--- config.mk ---
export PLATFORM = sky130hd
export DESIGN_NAME = line_command_tokenizer
export DESIGN_NICKNAME = d
export VERILOG_FILES = /design/src/rtl/core/lct_pkg.sv /design/src/rtl/core/line_command_tokenizer.sv
export SDC_FILE = /design/constraint.sdc
export NUM_CORES = 2
export LEC_CHECK = 0
export BUFFER_PORTS_ARGS = -buffer_cell sky130_fd_sc_hd__buf_2
export CORE_MARGIN = 4
export CORE_UTILIZATION = 60
export DETAILED_ROUTE_END_ITERATION = 8
export PLACE_DENSITY = 0.77
export SKIP_CTS_REPAIR_TIMING = 1
export SYNTH_ARGS = -nofsm -noshare
export SYNTH_HDL_FRONTEND = slang
export SYNTH_SLANG_ARGS = --single-unit
--- constraint.sdc ---
create_clock -name i_clk -period 19.3 [get_ports i_clk]
set_input_delay 3.86 -clock i_clk [delete_from_list [all_inputs] [get_ports i_clk]]
set_output_delay 3.86 -clock i_clk [all_outputs]
set_load 0.05 [all_outputs]
--- src/rtl/core/lct_pkg.sv ---
`default_nettype none
package lct_pkg;

    // field widths of the token word
    localparam int CNT_W      = 4;
    localparam int TEXT_W     = 64;
    localparam int OUT_DATA_W = 80;

    // parameter defaults
    localparam int MAX_ARGS_DEF    = 8;
    localparam int TOKEN_BYTES_DEF = 8;

    // characters with a meaning to the parser
    localparam logic [7:0] CH_NUL   = 8'h00;
    localparam logic [7:0] CH_LF    = 8'h0A;
    localparam logic [7:0] CH_CR    = 8'h0D;
    localparam logic [7:0] CH_LP    = 8'h28;
    localparam logic [7:0] CH_RP    = 8'h29;
    localparam logic [7:0] CH_COMMA = 8'h2C;

    // token kinds on tuser
    localparam logic KIND_NAME = 1'b0;
    localparam logic KIND_ARG  = 1'b1;

    // parse phase of the current line
    typedef enum logic [1:0] {
        PH_NAME = 2'd0,
        PH_ARGS = 2'd1,
        PH_DONE = 2'd2
    } t_phase;

    // line parser state held in flops
    typedef struct packed {
        t_phase              phase;
        logic [TEXT_W-1:0]   name;
        logic [CNT_W-1:0]    name_len;
        logic [TEXT_W-1:0]   cur;
        logic [CNT_W-1:0]    cur_len;
        logic [CNT_W-1:0]    found;
        logic                stopped;
    } t_pstate;

    // one parser step: new state plus an argument memory write request
    typedef struct packed {
        t_pstate             st;
        logic                wr;
        logic [CNT_W-1:0]    wr_idx;
    } t_pstep;

endpackage
`default_nettype wire

--- src/rtl/core/line_command_tokenizer.sv ---
// first token: after its LF word is taken it passes the emitter issue register, the read stage and the output register
// throughput: one input byte per cycle, one token per cycle while m_axis_tready is high
// a byte that follows CR stalls until the previous run has left the argument memory read stage
// reset: synchronous active low, clears parser and emitter control; argument memory is not reset
// argument memory: two banks of 1 << AW entries, parser writes one bank while emitter reads the other
`default_nettype none
module line_command_tokenizer
    import lct_pkg::*;
#(
    parameter int MAX_ARGS    = MAX_ARGS_DEF,
    parameter int TOKEN_BYTES = TOKEN_BYTES_DEF
) (
    input  wire logic                  i_clk,
    input  wire logic                  i_rst_n,
    // slave side, tdata: in_byte[7:0]
    input  wire logic                  s_axis_tvalid,
    output logic                       s_axis_tready,
    input  wire logic [7:0]            s_axis_tdata,
    // master side, tdata: token_index[3:0], token_text[67:4], token_length[71:68],
    // arg_count[75:72], zero[79:76]
    output logic                       m_axis_tvalid,
    input  wire logic                  m_axis_tready,
    output logic [OUT_DATA_W-1:0]      m_axis_tdata,
    // tuser: token_kind[0]
    output logic                       m_axis_tuser,
    output logic                       m_axis_tlast
);

    localparam int TW    = 8 * TOKEN_BYTES;
    localparam int AW    = (MAX_ARGS > 1) ? $clog2(MAX_ARGS) : 1;
    localparam int DEPTH = 2 * (1 << AW);
    localparam int MW    = CNT_W + TW;
    localparam logic [CNT_W-1:0] MAX_CNT = CNT_W'(MAX_ARGS);

    // append a byte to a token, dropping bytes beyond TOKEN_BYTES
    function automatic t_pstate append_name(t_pstate s, logic [7:0] b);
        t_pstate r;
        r = s;
        for (int j = 0; j < TOKEN_BYTES; j++) begin
            if (s.name_len == CNT_W'(j)) begin
                r.name[8*j +: 8] = b;
            end
        end
        if (s.name_len < CNT_W'(TOKEN_BYTES)) begin
            r.name_len = s.name_len + CNT_W'(1);
        end
        return r;
    endfunction

    function automatic t_pstate append_cur(t_pstate s, logic [7:0] b);
        t_pstate r;
        r = s;
        for (int j = 0; j < TOKEN_BYTES; j++) begin
            if (s.cur_len == CNT_W'(j)) begin
                r.cur[8*j +: 8] = b;
            end
        end
        if (s.cur_len < CNT_W'(TOKEN_BYTES)) begin
            r.cur_len = s.cur_len + CNT_W'(1);
        end
        return r;
    endfunction

    // one character through the line parser
    function automatic t_pstep take_char(t_pstate s, logic [7:0] b);
        t_pstep r;
        r.st     = s;
        r.wr     = 1'b0;
        r.wr_idx = s.found;
        case (s.phase)
            PH_NAME: begin
                if (b == CH_LP) begin
                    r.st.phase = PH_ARGS;
                end else begin
                    r.st = append_name(s, b);
                end
            end
            PH_ARGS: begin
                if (b == CH_RP) begin
                    // final argument is stored when not stopped and there is room, counted only when non-empty
                    r.wr = !s.stopped && (s.found < MAX_CNT);
                    if (r.wr && (s.cur_len != '0)) begin
                        r.st.found = s.found + CNT_W'(1);
                    end
                    r.st.phase = PH_DONE;
                end else if (s.stopped) begin
                    r.st = s;
                end else if (b == CH_COMMA) begin
                    if (s.found >= MAX_CNT) begin
                        r.st.stopped = 1'b1;
                    end else begin
                        r.wr         = 1'b1;
                        r.st.found   = s.found + CNT_W'(1);
                        r.st.cur     = '0;
                        r.st.cur_len = '0;
                    end
                end else if (s.found < MAX_CNT) begin
                    r.st = append_cur(s, b);
                end
            end
            default: begin
                r.st = s;
            end
        endcase
        return r;
    endfunction

    // parser registers
    t_pstate          r_ps, n_ps;
    logic             r_pcr, n_pcr;
    logic             r_bank, n_bank;

    // emitter registers
    logic             r_em_busy;
    logic [CNT_W-1:0] r_em_idx;
    logic [CNT_W-1:0] r_em_cnt;
    logic             r_em_bank;
    logic [TW-1:0]    r_em_name;
    logic [CNT_W-1:0] r_em_name_len;

    // read stage
    logic             r_s1_v;
    logic             r_s1_kind;
    logic [CNT_W-1:0] r_s1_idx;
    logic             r_s1_last;
    logic [MW-1:0]    r_rd_q;

    // output register
    logic             r_ov;
    logic             r_out_kind;
    logic [CNT_W-1:0] r_out_idx;
    logic [TEXT_W-1:0] r_out_text;
    logic [CNT_W-1:0] r_out_len;
    logic [CNT_W-1:0] r_out_cnt;
    logic             r_out_last;

    // argument memory
    logic [MW-1:0]    r_arg_mem [0:DEPTH-1];

    logic             in_hs;
    logic             line_end;
    logic             em_free;
    logic             em_issue;
    logic             out_ld;
    logic             rd_en;
    logic [AW:0]      rd_addr;
    logic [CNT_W-1:0] idx_m1;
    logic             mem_we;
    logic [AW:0]      wr_addr;
    logic [MW-1:0]    wr_data;
    t_pstep           step1, step2;
    t_pstate          clr;

    assign em_free  = !r_em_busy && !r_s1_v;
    assign in_hs    = s_axis_tvalid && s_axis_tready;
    assign line_end = in_hs && r_pcr && (s_axis_tdata == CH_LF);

    // next parser state: pending CR resolves as a character, then the new byte
    always_comb begin
        clr          = '0;
        clr.phase    = PH_NAME;
        step1.st     = r_ps;
        step1.wr     = 1'b0;
        step1.wr_idx = r_ps.found;
        if (r_pcr) begin
            step1 = take_char(r_ps, CH_CR);
        end
        step2 = take_char(step1.st, s_axis_tdata);
        n_ps   = r_ps;
        n_pcr  = r_pcr;
        n_bank = r_bank;
        if (in_hs && (s_axis_tdata != CH_NUL)) begin
            if (line_end) begin
                n_ps   = clr;
                n_pcr  = 1'b0;
                n_bank = !r_bank;
            end else if (s_axis_tdata == CH_CR) begin
                n_ps  = step1.st;
                n_pcr = 1'b1;
            end else begin
                n_ps  = step2.st;
                n_pcr = 1'b0;
            end
        end
    end

    // parser outputs: ready and memory write
    always_comb begin
        s_axis_tready = !r_pcr || em_free;
        mem_we  = in_hs && (s_axis_tdata != CH_NUL) && !line_end &&
                  (s_axis_tdata != CH_CR) && step2.wr;
        wr_addr = {r_bank, step2.wr_idx[AW-1:0]};
        wr_data = {step1.st.cur_len, step1.st.cur[TW-1:0]};
    end

    always_ff @(posedge i_clk) begin
        if (!i_rst_n) begin
            r_ps.phase    <= PH_NAME;
            r_ps.name     <= '0;
            r_ps.name_len <= '0;
            r_ps.cur      <= '0;
            r_ps.cur_len  <= '0;
            r_ps.found    <= '0;
            r_ps.stopped  <= 1'b0;
            r_pcr         <= 1'b0;
            r_bank        <= 1'b0;
        end else begin
            r_ps   <= n_ps;
            r_pcr  <= n_pcr;
            r_bank <= n_bank;
        end
    end

    // emitter issue: name first, then one memory read per argument
    assign out_ld   = r_s1_v && (!r_ov || m_axis_tready);
    assign em_issue = r_em_busy && (!r_s1_v || out_ld);
    assign idx_m1   = r_em_idx - CNT_W'(1);
    assign rd_en    = em_issue && (r_em_idx != '0);
    assign rd_addr  = {r_em_bank, idx_m1[AW-1:0]};

    always_ff @(posedge i_clk) begin
        if (!i_rst_n) begin
            r_em_busy <= 1'b0;
            r_em_idx  <= '0;
            r_em_cnt  <= '0;
            r_em_bank <= 1'b0;
            r_s1_v    <= 1'b0;
            r_ov      <= 1'b0;
        end else begin
            if (line_end) begin
                r_em_busy <= 1'b1;
                r_em_idx  <= '0;
                r_em_cnt  <= (r_ps.phase == PH_DONE) ? r_ps.found : '0;
                r_em_bank <= r_bank;
            end else if (em_issue) begin
                r_em_idx <= r_em_idx + CNT_W'(1);
                if (r_em_idx == r_em_cnt) begin
                    r_em_busy <= 1'b0;
                end
            end
            if (em_issue) begin
                r_s1_v <= 1'b1;
            end else if (out_ld) begin
                r_s1_v <= 1'b0;
            end
            if (out_ld) begin
                r_ov <= 1'b1;
            end else if (m_axis_tready) begin
                r_ov <= 1'b0;
            end
        end
    end

    // emitter payload
    always_ff @(posedge i_clk) begin
        if (line_end) begin
            r_em_name     <= (r_ps.phase == PH_DONE) ? r_ps.name[TW-1:0] : '0;
            r_em_name_len <= (r_ps.phase == PH_DONE) ? r_ps.name_len : '0;
        end
        if (em_issue) begin
            r_s1_kind <= (r_em_idx != '0) ? KIND_ARG : KIND_NAME;
            r_s1_idx  <= (r_em_idx != '0) ? idx_m1 : '0;
            r_s1_last <= (r_em_idx == r_em_cnt);
        end
        if (out_ld) begin
            r_out_kind <= r_s1_kind;
            r_out_idx  <= r_s1_idx;
            r_out_last <= r_s1_last;
            r_out_cnt  <= r_em_cnt;
            if (r_s1_kind == KIND_ARG) begin
                r_out_text <= TEXT_W'(r_rd_q[TW-1:0]);
                r_out_len  <= r_rd_q[MW-1:TW];
            end else begin
                r_out_text <= TEXT_W'(r_em_name);
                r_out_len  <= r_em_name_len;
            end
        end
    end

    // argument memory: banks never overlap between write and read, so no forwarding
    always_ff @(posedge i_clk) begin
        if (mem_we) begin
            r_arg_mem[wr_addr] <= wr_data;
        end
        if (rd_en) begin
            r_rd_q <= r_arg_mem[rd_addr];
        end
    end

    // output packing
    assign m_axis_tvalid = r_ov;
    assign m_axis_tuser  = r_out_kind;
    assign m_axis_tlast  = r_out_last;
    assign m_axis_tdata  = {4'b0, r_out_cnt, r_out_len, r_out_text, r_out_idx};

endmodule
`default_nettype wire

**Word-level counts from Yosys, hierarchy flattened**

Memory sizes are Yosys's and may differ from the RTL's. A register that Yosys moved wholly into a read port is not among the register bits.
Index checks and enable logic that the tools add are counted.

- Register bits after elaboration: 309
- RAM bits: 1088
- Input bits: 12
- Output and inout bits: 84
- Logic and storage cells: 194
- Memories kept: 1

Memories:

| name | words | width | rd ports | clocked after Yosys merged registers in | write ports | RTL line | RTL |
|---|---|---|---|---|---|---|---|
| r_arg_mem | 16 | 68 | 1 | 1 | 1 | line_command_tokenizer.sv:138 | `logic [MW-1:0] r_arg_mem [0:DEPTH-1];` |

- Add/sub/neg operators: 7
- Order comparisons: 7
- Eq/ne operators: 38
- Muxes and demuxes: 75
- Bitwise operators: 1
- Reduce and logical (&&, ||, !) cells: 39

Operator list:

| operator | number |
|---|---|
| $mux W73 | 5 |
| $mux W143 | 2 |
| $pmux W143 S2 | 1 |
| $pmux W141 S2 | 1 |
| $mux W8 | 32 |
| $mux W146 | 1 |
| $mux W141 | 1 |
| $mux W72 | 1 |
| $mux W68 | 1 |
| $eq A4 B3 Y1 const B | 16 |
| $mux W64 | 1 |
| $eq A4 B2 Y1 const B | 8 |
| $mux W4 | 8 |
| $add A4 B1 Y4 const B | 6 |
| $eq A8 B6 Y1 const B | 3 |
| $lt A4 B4 Y1 const B | 6 |
| $mux W1 | 19 |
| $eq A4 B1 Y1 const B | 4 |
| $eq A8 B4 Y1 const B | 2 |
| $logic_not A4 Y1 | 4 |
| $logic_and A1 B1 Y1 | 13 |
| $ne A8 B4 Y1 const B | 1 |
| $reduce_bool A2 Y1 | 4 |
| $reduce_bool A4 Y1 | 2 |
| 13 further kinds | 25 |

**Logic depth before layout (Yosys ltp)**

- Word-level depth: 15
- Mapped depth: 13
- Depth with buffers taken out: 11

**Worst setup path before layout**

OpenSTA, ideal clock, no wires.

- Path kind: input -> register
- From: in s_axis_tdata[6]
- To: mem r_arg_mem[1][0] (netlist name), enable pin
- Setup time: 578 ps
- Arrival time: 9899 ps
- Data required time: 18722 ps
- Setup slack: 8823 ps
- Cell stages on the path: 8
- Buffers on the path: 2
- Cells stage by stage: clkbuf_1 -> nor2_1 -> o211ai_1 -> clkbuf_1 -> nand2_1 -> nor3_1 -> nand2_1 -> nor3_1

- Longest elaborated chain between the ends: 8
- Elaborated cells between the ends (all ways): 17
- Classes of those cells: 4 x eq/ne; 6 x mux; 7 x reduce/logical

RTL lines:

| what | RTL line | RTL |
|---|---|---|
| start, declared | line_command_tokenizer.sv:18 | `input wire logic [7:0] s_axis_tdata,` |
| $eq A8 B6 Y1 / $eq A8 B4 Y1 (equally long branches) | line_command_tokenizer.sv:88, line_command_tokenizer.sv:156 |  |
| $mux W1 / $logic_and A1 B1 Y1 (equally long branches) | line_command_tokenizer.sv:88, line_command_tokenizer.sv:156 |  |
| $mux W1 / $logic_not A1 Y1 (equally long branches) | line_command_tokenizer.sv:86, line_command_tokenizer.sv:190 |  |
| $mux W1 / $logic_and A1 B1 Y1 (equally long branches) | line_command_tokenizer.sv:79, line_command_tokenizer.sv:190 |  |
| $mux W1 / $logic_and A1 B1 Y1 (equally long branches) | line_command_tokenizer.sv:70, line_command_tokenizer.sv:190 |  |
| $logic_and A1 B1 Y1 * | line_command_tokenizer.sv:191 | `(s_axis_tdata != CH_CR) && step2.wr;` |
| $mux W1 * | line_command_tokenizer.sv:282 | `if (mem_we) begin` |
| $mux W1 (implied by the code) * | line_command_tokenizer.sv:283 | `r_arg_mem[wr_addr] <= wr_data;` |
| end, declared | line_command_tokenizer.sv:138 |  |

Every way passes the cells marked *; elsewhere a longest branch is shown, timed or not.

**Worst setup path in the final report**

- From: in s_axis_tdata[3]
- To: mem r_arg_mem[9][51] (netlist name), enable pin

Same word-level chain as after synthesis.

==> impl_metrics.tcl <==
set metrics [dict create \
    status "completed" \
    ys_ff_latch 1465 \
    rsz0062_at_grt "false" \
    relSlewSlack_pct 9.84 \
    r2r-end "r_rd_q[16]$_DFFE_PP_" \
    muxShareOfSynthArea_pct 14.8 \
    drt-pass1-iter-count 5 \
    end_kind "flip-flop" \
    async_reset_ff_share_pct 0 \
    final.setup.tns_ps 0 \
    setup_viol 0 \
    syn-instance-count 2903 \
    final_cell_mix "edfxtp_1 (1308), mux4_2 (340), dfxtp_1 (155)" \
    synthXorXnorAreaFrac_pct 0.231 \
    max_slew.worst_pin.slew_ps 1350 \
    drc 0 \
    cts-buffers-inserted 141 \
    via_per_inst 6.93 \
    synth_edf_count 1308 \
    hold_path_class "reg2reg" \
    grt_pass1_wl_mm 227 \
    final_common_cell "edfxtp_1" \
    vias 30600 \
    numClockSinks 1465 \
    startpoint_type "input port" \
    r2r_slack_ps 13760 \
    htree_levels 4 \
    antenna_found_initial 20 \
    synth_top_family_by_area "multiplexers" \
    cp_max_fo 42 \
    max_stage_delay_ps 910 \
    synth_compound_area_share_pct 3.98 \
    gr-usage-all-layers_pct 32.4 \
    worst_path_most_repeated_cell "nand2_1" \
    yosys_warnings 0 \
    clock_path_buffers 3 \
    final_nets 3079 \
    placed_area_um2 59000 \
    slew_violations 0 \
    synthSimpleGateAreaFrac_pct 4.56 \
    path_clk_slew_ps 60 \
    wl_mm 158 \
    setup.worst_path.class "in2reg" \
    synth_adder_area_share_pct 0.483 \
    synthDistinctLibCells 82 \
    reg2reg_from "r_em_idx[0]$_SDFFE_PP0P_" \
    clk_latency_ps 750 \
    powerDensity_nw_per_um2 98.3 \
    core_area_um2 93700 \
    path_delay_family "simple AND/OR/NAND/NOR gates" \
    grt_max_degree 79 \
    final_area_um2 63600 \
    ir_drop_mv 0.102 \
    worstPathRequired_ps 19670 \
    die_area_um2 99900 \
    syn_area_per_cell_um2 19.6 \
    power_leakage_nw 19.7 \
    initialDrtViolationCount 4662 \
    cts_root_buffer "clkbuf_16" \
    worst_hold_path.endpoint "r_out_idx[3]$_DFFE_PP_" \
    crit_slowest_cell "nor2_4" \
    io_buffers 91 \
    hpwl_mm 90.8 \
    crit_buf_inv 2 \
    start_util_pct 60.7 \
    arrival_ps 8560 \
    yosysSeqAreaShare_pct 74.5 \
    total_power_w 0.00626 \
    drive_gt1_share_pct 25.9 \
    fin_crit_ps 8200 \
    fp-row-count 112 \
    clock_skew_ps 27.3 \
    timing.final.hold_violations 0 \
    synth_area_um2 56900 \
    die_w_um 316 \
    final.period_utilization_pct 42.5 \
    postRouteAntennaNets 0 \
    whs_path_depth 0 \
    gp_congestion 0.970 \
    synthToLayoutAreaGrowth_pct 11.8 \
    clock.fmax_mhz 122 \
    hold_start "r_s1_idx[3]$_SDFFCE_PP0P_" \
    grt_pass1_vias 30900 \
    routedWlPerCell_um 35.8 \
    grt-ovfl-total 0 \
    worst-r2r-cell-count 6 \
    synthFlopType "edfxtp_1" \
    io_pins 96 \
    die_height_um 316 \
    drv_cap 0 \
    cp_cell_sequence "buf_2 -> and3_1 -> o211ai_1 -> nand2_1 -> nor3_1 -> nand2_1 -> nor2_4 -> buf_4" \
    cts_tree "yes" \
]
cell type report:
| class | count | area [um^2] |
|---|---|---|
| Inverter | 42 | 158 |
| Clock inverter | 72 | 668 |
| Timing Repair Buffer | 151 | 906 |
| Multi-Input combinational cell | 1244 | 13900 |
| Tap cell | 1254 | 1570 |
| Clock buffer | 185 | 3980 |
| Sequential cell | 1465 | 42400 |
| Fill cell | 5682 | 30100 |
| Antenna cell | 3 | 7.51 |
metrics by stage:
stage	hold slack, ps	utilization, %	std cells	setup slack, ps
finish	446	67.9	4416	11100
global route	447	67.9	4413	10840
CTS	439	67.9	4413	11090
detailed placement	410	62.9	4156	10370
global placement	412	62.9	4156	10540
floorplan	400	-	2906	8820
worst max path at each step:
| stage | cells past startpoint | slack (ps) | end | start |
|---|---|---|---|---|
| after floorplan | 8 | 8820 | r_arg_mem[1][0]$_DFFE_PP_ | s_axis_tdata[6] |
| after global placement | 8 | 10540 | r_arg_mem[9][59]$_DFFE_PP_ | s_axis_tdata[3] |
| after detailed placement | 8 | 10370 | r_arg_mem[9][59]$_DFFE_PP_ | s_axis_tdata[3] |
| after CTS | 8 | 11090 | r_arg_mem[9][50]$_DFFE_PP_ | s_axis_tdata[3] |
| after global routing | 8 | 10840 | r_arg_mem[9][50]$_DFFE_PP_ | s_axis_tdata[3] |
| final | 8 | 11100 | r_arg_mem[9][51]$_DFFE_PP_ | s_axis_tdata[3] |
state kept, by name, indices dropped and copies added (netlist names), 4 cells and up:
name / cells
r_arg_mem: 1088
r_em_cnt: 4
r_em_idx: 4
r_em_name: 64
r_em_name_len: 4
r_out_cnt: 4
r_out_idx: 4
r_out_len: 4
r_out_text: 64
r_ps: 143
r_rd_q: 68
r_s1_idx: 4
cell families (layout without fill, tap and decap cells):
family,after synthesis,after routing
AO/OA/AOI/OAI,319,319
AND/OR/NAND/NOR,473,473
other,1,7
flip-flops,1465,1465
multiplexers,411,411
XOR/XNOR,15,15
buffers and inverters,197,450
adder cells (fa/ha/maj),22,22
synth_stat cells, types with 9 or more instances:
master | count | area [um^2]
nor2b_1 | 19 | 119
nor3_1 | 30 | 150
ha_1 | 22 | 275
o22ai_1 | 17 | 106
nand3_1 | 45 | 225
nand4_1 | 13 | 81.3
buf_1 | 28 | 105
a22o_1 | 16 | 140
dfxtp_1 | 157 | 3140
edfxtp_1 | 1308 | 39300
xor2_1 | 10 | 87.6
nor2_1 | 68 | 255
buf_2 | 20 | 100
a211oi_1 | 13 | 97.6
and2_1 | 106 | 663
mux4_2 | 340 | 7660
and3_1 | 18 | 113
a31oi_1 | 17 | 106
nand2b_1 | 35 | 219
o2bb2ai_1 | 38 | 333
o31ai_1 | 9 | 67.6
a21oi_1 | 70 | 350
clkbuf_1 | 100 | 375
nand2_1 | 89 | 334
inv_1 | 41 | 154
o21ai_0 | 39 | 195
o211ai_1 | 13 | 97.6
mux2_2 | 68 | 766
layer usage:
layer | global-route usage [%] | wire, um
met1 | 46.0 | 58000
met2 | 50.8 | 76300
met3 | 8.19 | 18900
met4 | 10.1 | 5000
met5 | 0 | 50
power by group:
group / internal [W] / switching, W
registers: 0.00340 / 0.00000321
logic: 0.0000129 / 0.0000439
clock network: 0.00161 / 0.00118
total: 0.00503 / 0.00123
(Power assumes the default switching activity.)
